--- src/rtl/itoa_pkg.sv ---
// ----------------------------------------------------------------------------
// itoa_pkg
// Types and constants shared by the fixed-point integer-to-text unit.
// ----------------------------------------------------------------------------
package itoa_pkg;

    localparam int MAX_CHARS  = 30;
    localparam int BIN_W      = 32;
    localparam int NUM_DIGITS = 10;

    localparam logic [7:0] CHAR_ZERO  = 8'h30;
    localparam logic [7:0] CHAR_POINT = 8'h2E;
    localparam logic [7:0] CHAR_MINUS = 8'h2D;

    typedef struct packed {
        logic signed [31:0] value;
        logic        [4:0]  min_width;
        logic        [7:0]  fill_char;
        logic        [3:0]  decimals;
    } in_t;

    typedef struct packed {
        logic [7:0] text_char;
        logic       last;
    } out_t;

    typedef enum logic [1:0] {
        SEL_FILL  = 2'd0,
        SEL_SIGN  = 2'd1,
        SEL_POINT = 2'd2,
        SEL_DIGIT = 2'd3
    } char_sel_t;

    typedef struct packed {
        logic      load;
        logic      shift;
        logic      emit;
        logic      last;
        char_sel_t sel;
        logic [3:0] idx;
    } cmd_t;

    typedef struct packed {
        logic       neg;
        logic [3:0] dec;
        logic [3:0] nd_m1;
        logic [4:0] fill_cnt;
    } status_t;

endpackage

--- src/rtl/int_to_decimal_ascii_fixed_point_unit.sv ---
// ----------------------------------------------------------------------------
// int_to_decimal_ascii_fixed_point_unit
// Signed 32-bit integer to fixed-point decimal ASCII text, one character
// per cycle, most significant first.
// ----------------------------------------------------------------------------
// An item is taken when start is high and busy is low. The value is converted
// to BCD by a shift-add-3 loop, one bit per cycle, then a prep state sizes
// the text, then the text streams out one character per cycle with
// result_valid high, last set on the final character, 1 to 30 characters in
// all. No new item is taken until the last one is out. The receiver cannot
// stall: each character is present for one cycle only and must be taken then.
// ----------------------------------------------------------------------------
module int_to_decimal_ascii_fixed_point_unit (
    input  logic           clk,
    input  logic           rst_n,
    input  logic           start,
    input  itoa_pkg::in_t  operand,
    output logic           busy,
    output logic           result_valid,
    output itoa_pkg::out_t result
);

    itoa_pkg::cmd_t    cmd;
    itoa_pkg::status_t status;

    itoa_ctrl u_ctrl (
        .clk    (clk),
        .rst_n  (rst_n),
        .start  (start),
        .status (status),
        .busy   (busy),
        .cmd    (cmd)
    );

    itoa_datapath u_datapath (
        .clk     (clk),
        .operand (operand),
        .cmd     (cmd),
        .status  (status),
        .result  (result)
    );

    assign result_valid = cmd.emit;

endmodule

--- src/rtl/itoa_datapath.sv ---
// ----------------------------------------------------------------------------
// itoa_datapath
// Operand registers, shift-add-3 binary to BCD converter, length logic and
// output character select.
// ----------------------------------------------------------------------------
module itoa_datapath (
    input  logic              clk,
    input  itoa_pkg::in_t     operand,
    input  itoa_pkg::cmd_t    cmd,
    output itoa_pkg::status_t status,
    output itoa_pkg::out_t    result
);

    logic [itoa_pkg::BIN_W-1:0] bin_reg, bin_next;
    logic [3:0] bcd_reg  [itoa_pkg::NUM_DIGITS];
    logic [3:0] bcd_next [itoa_pkg::NUM_DIGITS];
    logic [3:0] adj      [itoa_pkg::NUM_DIGITS];
    logic       neg_reg;
    logic [3:0] dec_reg;
    logic [4:0] minw_reg;
    logic [7:0] fill_reg;

    logic [4:0] ndig;
    logic [4:0] nd;
    logic [4:0] len;
    logic [4:0] minw_c;
    logic [3:0] digit;
    logic [31:0] raw;

    assign raw = operand.value;

    always_comb
    begin
        for (int i = 0; i < itoa_pkg::NUM_DIGITS; i++)
        begin
            adj[i] = (bcd_reg[i] >= 4'd5) ? bcd_reg[i] + 4'd3 : bcd_reg[i];
        end
        for (int i = 0; i < itoa_pkg::NUM_DIGITS; i++)
        begin
            if (i == 0)
            begin
                bcd_next[i] = {adj[i][2:0], bin_reg[itoa_pkg::BIN_W-1]};
            end
            else
            begin
                bcd_next[i] = {adj[i][2:0], adj[i-1][3]};
            end
        end
        bin_next = {bin_reg[itoa_pkg::BIN_W-2:0], 1'b0};
    end

    always_ff @(posedge clk)
    begin
        if (cmd.load)
        begin
            bin_reg  <= raw[31] ? (32'd0 - raw) : raw;
            neg_reg  <= raw[31];
            dec_reg  <= operand.decimals;
            minw_reg <= operand.min_width;
            fill_reg <= operand.fill_char;
            for (int i = 0; i < itoa_pkg::NUM_DIGITS; i++)
            begin
                bcd_reg[i] <= 4'd0;
            end
        end
        else if (cmd.shift)
        begin
            bin_reg <= bin_next;
            for (int i = 0; i < itoa_pkg::NUM_DIGITS; i++)
            begin
                bcd_reg[i] <= bcd_next[i];
            end
        end
    end

    // significant digit count, at least one
    always_comb
    begin
        ndig = 5'd1;
        for (int i = 0; i < itoa_pkg::NUM_DIGITS; i++)
        begin
            if (bcd_reg[i] != 4'd0)
            begin
                ndig = 5'(i + 1);
            end
        end
    end

    always_comb
    begin
        if (dec_reg == 4'd0 || ndig > {1'b0, dec_reg})
        begin
            nd = ndig;
        end
        else
        begin
            nd = {1'b0, dec_reg} + 5'd1;
        end
        len    = nd + {4'd0, (dec_reg != 4'd0)} + {4'd0, neg_reg};
        minw_c = (32'(minw_reg) > itoa_pkg::MAX_CHARS) ? 5'(itoa_pkg::MAX_CHARS) : minw_reg;
    end

    assign status.neg      = neg_reg;
    assign status.dec      = dec_reg;
    assign status.nd_m1    = 4'(nd - 5'd1);
    assign status.fill_cnt = (minw_c > len) ? minw_c - len : 5'd0;

    assign digit = (cmd.idx < 4'(itoa_pkg::NUM_DIGITS)) ? bcd_reg[cmd.idx] : 4'd0;

    always_comb
    begin
        unique case (cmd.sel)
            itoa_pkg::SEL_FILL:  result.text_char = fill_reg;
            itoa_pkg::SEL_SIGN:  result.text_char = itoa_pkg::CHAR_MINUS;
            itoa_pkg::SEL_POINT: result.text_char = itoa_pkg::CHAR_POINT;
            itoa_pkg::SEL_DIGIT: result.text_char = itoa_pkg::CHAR_ZERO + {4'd0, digit};
            default:             result.text_char = fill_reg;
        endcase
        result.last = cmd.last;
    end

endmodule

--- src/rtl/itoa_ctrl.sv ---
// ----------------------------------------------------------------------------
// itoa_ctrl
// Sequencer: conversion bit count, then fill, sign, digits and point.
// ----------------------------------------------------------------------------
module itoa_ctrl (
    input  logic              clk,
    input  logic              rst_n,
    input  logic              start,
    input  itoa_pkg::status_t status,
    output logic              busy,
    output itoa_pkg::cmd_t    cmd
);

    typedef enum logic [6:0] {
        ST_IDLE  = 7'b0000001,
        ST_CONV  = 7'b0000010,
        ST_PREP  = 7'b0000100,
        ST_FILL  = 7'b0001000,
        ST_SIGN  = 7'b0010000,
        ST_DIGIT = 7'b0100000,
        ST_POINT = 7'b1000000
    } state_t;

    state_t     state_reg, state_next;
    logic [4:0] bit_cnt_reg, bit_cnt_next;
    logic [4:0] fill_cnt_reg, fill_cnt_next;
    logic [3:0] idx_reg, idx_next;

    always_ff @(posedge clk or negedge rst_n)
    begin
        if (!rst_n)
        begin
            state_reg    <= ST_IDLE;
            bit_cnt_reg  <= 5'd0;
            fill_cnt_reg <= 5'd0;
            idx_reg      <= 4'd0;
        end
        else
        begin
            state_reg    <= state_next;
            bit_cnt_reg  <= bit_cnt_next;
            fill_cnt_reg <= fill_cnt_next;
            idx_reg      <= idx_next;
        end
    end

    always_comb
    begin
        state_next    = state_reg;
        bit_cnt_next  = bit_cnt_reg;
        fill_cnt_next = fill_cnt_reg;
        idx_next      = idx_reg;
        cmd.load      = 1'b0;
        cmd.shift     = 1'b0;
        cmd.emit      = 1'b0;
        cmd.last      = 1'b0;
        cmd.sel       = itoa_pkg::SEL_DIGIT;
        cmd.idx       = idx_reg;

        unique case (state_reg)
            ST_IDLE:
            begin
                if (start)
                begin
                    cmd.load     = 1'b1;
                    bit_cnt_next = 5'd0;
                    state_next   = ST_CONV;
                end
            end
            ST_CONV:
            begin
                cmd.shift    = 1'b1;
                bit_cnt_next = bit_cnt_reg + 5'd1;
                if (bit_cnt_reg == 5'(itoa_pkg::BIN_W - 1))
                begin
                    state_next = ST_PREP;
                end
            end
            ST_PREP:
            begin
                fill_cnt_next = status.fill_cnt;
                idx_next      = status.nd_m1;
                if (status.fill_cnt != 5'd0)
                begin
                    state_next = ST_FILL;
                end
                else if (status.neg)
                begin
                    state_next = ST_SIGN;
                end
                else
                begin
                    state_next = ST_DIGIT;
                end
            end
            ST_FILL:
            begin
                cmd.emit      = 1'b1;
                cmd.sel       = itoa_pkg::SEL_FILL;
                fill_cnt_next = fill_cnt_reg - 5'd1;
                if (fill_cnt_reg == 5'd1)
                begin
                    state_next = status.neg ? ST_SIGN : ST_DIGIT;
                end
            end
            ST_SIGN:
            begin
                cmd.emit   = 1'b1;
                cmd.sel    = itoa_pkg::SEL_SIGN;
                state_next = ST_DIGIT;
            end
            ST_DIGIT:
            begin
                cmd.emit = 1'b1;
                cmd.sel  = itoa_pkg::SEL_DIGIT;
                if (idx_reg == 4'd0)
                begin
                    cmd.last   = 1'b1;
                    state_next = ST_IDLE;
                end
                else
                begin
                    idx_next = idx_reg - 4'd1;
                    if (status.dec != 4'd0 && idx_reg == status.dec)
                    begin
                        state_next = ST_POINT;
                    end
                end
            end
            ST_POINT:
            begin
                cmd.emit   = 1'b1;
                cmd.sel    = itoa_pkg::SEL_POINT;
                state_next = ST_DIGIT;
            end
            default:
            begin
                state_next = ST_IDLE;
            end
        endcase
    end

    assign busy = (state_reg != ST_IDLE);

endmodule

--- config.mk ---
export PLATFORM = sky130hd
export DESIGN_NAME = int_to_decimal_ascii_fixed_point_unit
export DESIGN_NICKNAME = d
export VERILOG_FILES = /design/src/rtl/itoa_pkg.sv /design/src/rtl/int_to_decimal_ascii_fixed_point_unit.sv /design/src/rtl/itoa_datapath.sv /design/src/rtl/itoa_ctrl.sv
export SDC_FILE = /design/constraint.sdc
export NUM_CORES = 1
export LEC_CHECK = 0
export ABC_AREA = 1
export BUFFER_PORTS_ARGS = -buffer_cell sky130_fd_sc_hd__buf_4
export CAP_MARGIN = 20
export CORE_ASPECT_RATIO = 1.1
export CORE_MARGIN = 10
export CORE_UTILIZATION = 55
export DETAILED_ROUTE_END_ITERATION = 6
export GPL_TIMING_DRIVEN = 0
export PLACE_DENSITY = 0.76
export SYNTH_ARGS = -nofsm -noshare
export SYNTH_HDL_FRONTEND = slang
export SYNTH_SLANG_ARGS = --single-unit
export TNS_END_PERCENT = 50
--- constraint.sdc ---
create_clock -name clk -period 5.55 [get_ports clk]
set_input_delay 0.555 -clock clk [delete_from_list [all_inputs] [get_ports clk]]
set_output_delay 0.555 -clock clk [all_outputs]
set_load 0.01 [all_outputs]
==> flow_metrics.env <==
export IMPL_syn_to_final_growth_pct=13.2
export IMPL_fp_dieW_um=131
export IMPL_setup_viol=0
export IMPL_clk_path_buf_depth=2
export IMPL_finalWirelength_mm=16.4
export IMPL_drc=0
export IMPL_drtIter0Drc=504
export IMPL_vias=6152
export IMPL_dp_cells=1122
export IMPL_dieArea_mm2=0.0185
export IMPL_reg2reg_depth=29
export IMPL_numCtsBuffers=9
export IMPL_ys_top_cells_by_count="nand2_1, inv_1, edfxtp_1, nor2_1, o21ai_0"
export IMPL_grt_total_usage_pct=18.4
export IMPL_core_area_mm2=0.0132
export IMPL_first_pass_iters=5
export IMPL_ys_async_sr_fraction_pct=18.9
export IMPL_gr_total_overflow=0
export IMPL_instances_no_fill=1138
export IMPL_antenna_cells=0
export IMPL_cts_root_buf="clkbuf_16"
export IMPL_cts_tree="built"
export IMPL_synth_largest_area_cell="edfxtp_1"
export IMPL_slowest_stage="edfxtp_1"
export IMPL_power_density_mw_per_mm2=439
export IMPL_postCtsSetupRepairBufs=0
export IMPL_slew_viol_final=0
export IMPL_synth_ff_type="edfxtp_1"
export IMPL_synthCells=898
export IMPL_drtAntennaViolNets=0
export IMPL_yosysWarnings=0
export IMPL_syn_area_mm2=0.00740
export IMPL_clkTransAtPathRegs_ns=0.07
export IMPL_avgRoutedWirePerCell_um=14.4
export IMPL_r2r_start="u_datapath.bcd_reg[8][0]$_SDFFCE_PN0P_"
export IMPL_syn_num_nets=990
export IMPL_finalCritPeriodShare_pct=87.2
export IMPL_rsz0062_at_grt="false"
export IMPL_cap_violations=0
export IMPL_die_y_um=142
export IMPL_fmax_mhz=207
export IMPL_worst_pin_slew_ns=0.676
export IMPL_grt_max_degree=48
export IMPL_synth_seq_cells=111
export IMPL_worst_slack_ns=0.711
export IMPL_hp_class="in2async"
export IMPL_period_needed_ns=4.84
export IMPL_largest_register_ffs=40
export IMPL_io_buffers=62
export IMPL_synthTopCellsByArea="edfxtp_1, nand2_1, dfrtp_1"
export IMPL_cp_max_fo=8
export IMPL_synth_cell_types=52
export IMPL_power_leakage_nw=3.67
export IMPL_cp_required_ns=5.78
export IMPL_clock_skew_ns=0.00584
export IMPL_syn_avg_cell_area_um2=8.24
export IMPL_nets=1064
export IMPL_initial_core_util_pct=56.0
export IMPL_r2r_end="u_ctrl.state_reg[5]$_DFFE_PN0P_"
export IMPL_peakVddDrop_mv=0.208
export IMPL_cp_end_kind="register"
export IMPL_ys_seq_area_share_pct=43.6
export IMPL_cts_htree_levels=3
export IMPL_boundaryPins=63
export IMPL_cts_sinks=111
export IMPL_final_hold_viol_count=0
export IMPL_critPathArrivalTime_ns=5.07
export IMPL_hold_buffers=0
export IMPL_synth_most_common_cell="nand2_1"
export IMPL_crit_type="reg2reg"
export IMPL_critPathMostFrequentCell="nand2_1"
export IMPL_crit_family="simple AND/OR/NAND/NOR gates"
export IMPL_synth_top_area_share_pct=36.5
export IMPL_fin_util_pct=63.4
export IMPL_finalSetupTns_ns=0
export IMPL_antenna_found_initial=0
export IMPL_crit_path_start_kind="register"
export IMPL_dp_slack_ns=0.757
export IMPL_insertion_delay_ns=0.36
export IMPL_place_congestion=0.879
export IMPL_synth_edf_count=90
export IMPL_grt_pass1_wl_mm=27.7
export IMPL_path_buf_inv=4
export IMPL_slew_limit_headroom_pct=54.9
export IMPL_rows=44
export IMPL_avgViaCountPerCell=5.41
export IMPL_cts_resized=0
export IMPL_drive_gt1_share_pct=13.3
export IMPL_ff2ff_setup_slack_ns=0.71
export IMPL_critPathMaxStageDelay_ns=0.47
export IMPL_outcome="completed"
export IMPL_grt_pass1_vias=5941
export IMPL_dp_hpwl_mm=12.6
-- area by class of cell --
| class | instances | area, um2 |
|---|---|---|
| Tap cell | 161 | 201 |
| Buffer | 25 | 104 |
| Sequential cell | 111 | 3230 |
| Clock buffer | 9 | 225 |
| Timing Repair Buffer | 63 | 493 |
| Fill cell | 1164 | 4830 |
| Clock inverter | 7 | 50.0 |
| Multi-Input combinational cell | 633 | 3590 |
| Inverter | 129 | 484 |
-- metal layers --
layer,global-route usage (%),vias to the layer above,routed length [um]
met4,6.97,0,327
met2,29.9,176,7950
li1,-,3149,-
met3,2.68,21,768
met1,24.1,2806,7310
met5,0,-,0
-- logic make-up (layout without fill, tap and decap cells) --
group | Yosys count | in the layout | synth area share, %
AND/OR/NAND/NOR | 386 | 386 | 23.6
AO/OA/AOI/OAI | 168 | 168 | 13.3
buffers and inverters | 154 | 233 | 7.94
flip-flops | 111 | 111 | 43.6
adder cells (fa/ha/maj) | 40 | 40 | 6.96
XOR/XNOR | 39 | 39 | 4.61
-- cells in the final DEF, fill, tap and decap left out, types with 4 or more instances in the layout --
cell and n:
buf_2 5, ha_1 38, inv_2 7, o211ai_1 7
nor3_2 5, nand3_1 47, dfrtp_1 20, a211oi_1 5
inv_1 120, a21oi_1 43, buf_4 63, or2_2 15
nor2_1 81, nand4_1 15, xnor2_1 12, xor2_1 27
o21ai_0 78, edfxtp_1 90, clkbuf_16 9, o22ai_1 5
nor3b_1 4, clkbuf_1 19, nand2_1 192, o21a_1 4
-- where the power goes --
part / leakage (nW) / internal [mW] / switching [mW] / total (mW)
Clock: 0.129 / 0.305 / 0.304 / 0.608
Sequential: 1.15 / 1.31 / 0.164 / 1.47
Combinational: 2.39 / 0.580 / 1.02 / 1.60
Total: 3.67 / 2.19 / 1.48 / 3.68
-- worst register-to-register path, delay by kind of cell (launching register included) --
kind | cells | cell delay, ns
buffers and inverters | 4 | 0.34
AO/OA/AOI/OAI | 4 | 0.80
flip-flops | 1 | 0.47
XOR/XNOR | 1 | 0.08
adder cells (fa/ha/maj) | 5 | 1.38
AND/OR/NAND/NOR | 15 | 1.65
-- worst max-delay path by stage --
| stage | from | end | slack, ns | cells after the start |
|---|---|---|---|---|
| after floorplan | u_datapath.bcd_reg[3][0]$_SDFFCE_PN0P_ | u_ctrl.state_reg[5]$_DFFE_PN0P_ | 1.46 | 31 |
| after global placement | u_datapath.bcd_reg[2][0]$_SDFFCE_PN0P_ | u_ctrl.state_reg[5]$_DFFE_PN0P_ | 0.83 | 31 |
| after detailed placement | u_datapath.bcd_reg[8][0]$_SDFFCE_PN0P_ | u_ctrl.state_reg[5]$_DFFE_PN0P_ | 0.76 | 28 |
| after CTS | u_datapath.bcd_reg[8][0]$_SDFFCE_PN0P_ | u_ctrl.state_reg[5]$_DFFE_PN0P_ | 0.73 | 28 |
| after global routing | u_datapath.bcd_reg[8][1]$_SDFFCE_PN0P_ | u_ctrl.state_reg[5]$_DFFE_PN0P_ | 0.28 | 29 |
| final | u_datapath.bcd_reg[8][0]$_SDFFCE_PN0P_ | u_ctrl.state_reg[5]$_DFFE_PN0P_ | 0.71 | 29 |
-- metrics by stage --
| stage | hold slack, ns | area (um2) | power, mW |
|---|---|---|---|
| final | 0.0774 | 8380 | 3.68 |
| after CTS | 0.0750 | 8380 | 3.70 |
| after floorplan | 0.259 | 7400 | 2.63 |
| after detailed placement | 0.457 | 8100 | 3.08 |
| after global placement | 0.458 | 8070 | 3.04 |
| after global routing | 0.0904 | 8380 | 4.00 |
Note: power is estimated with default switching activity, not from simulation.
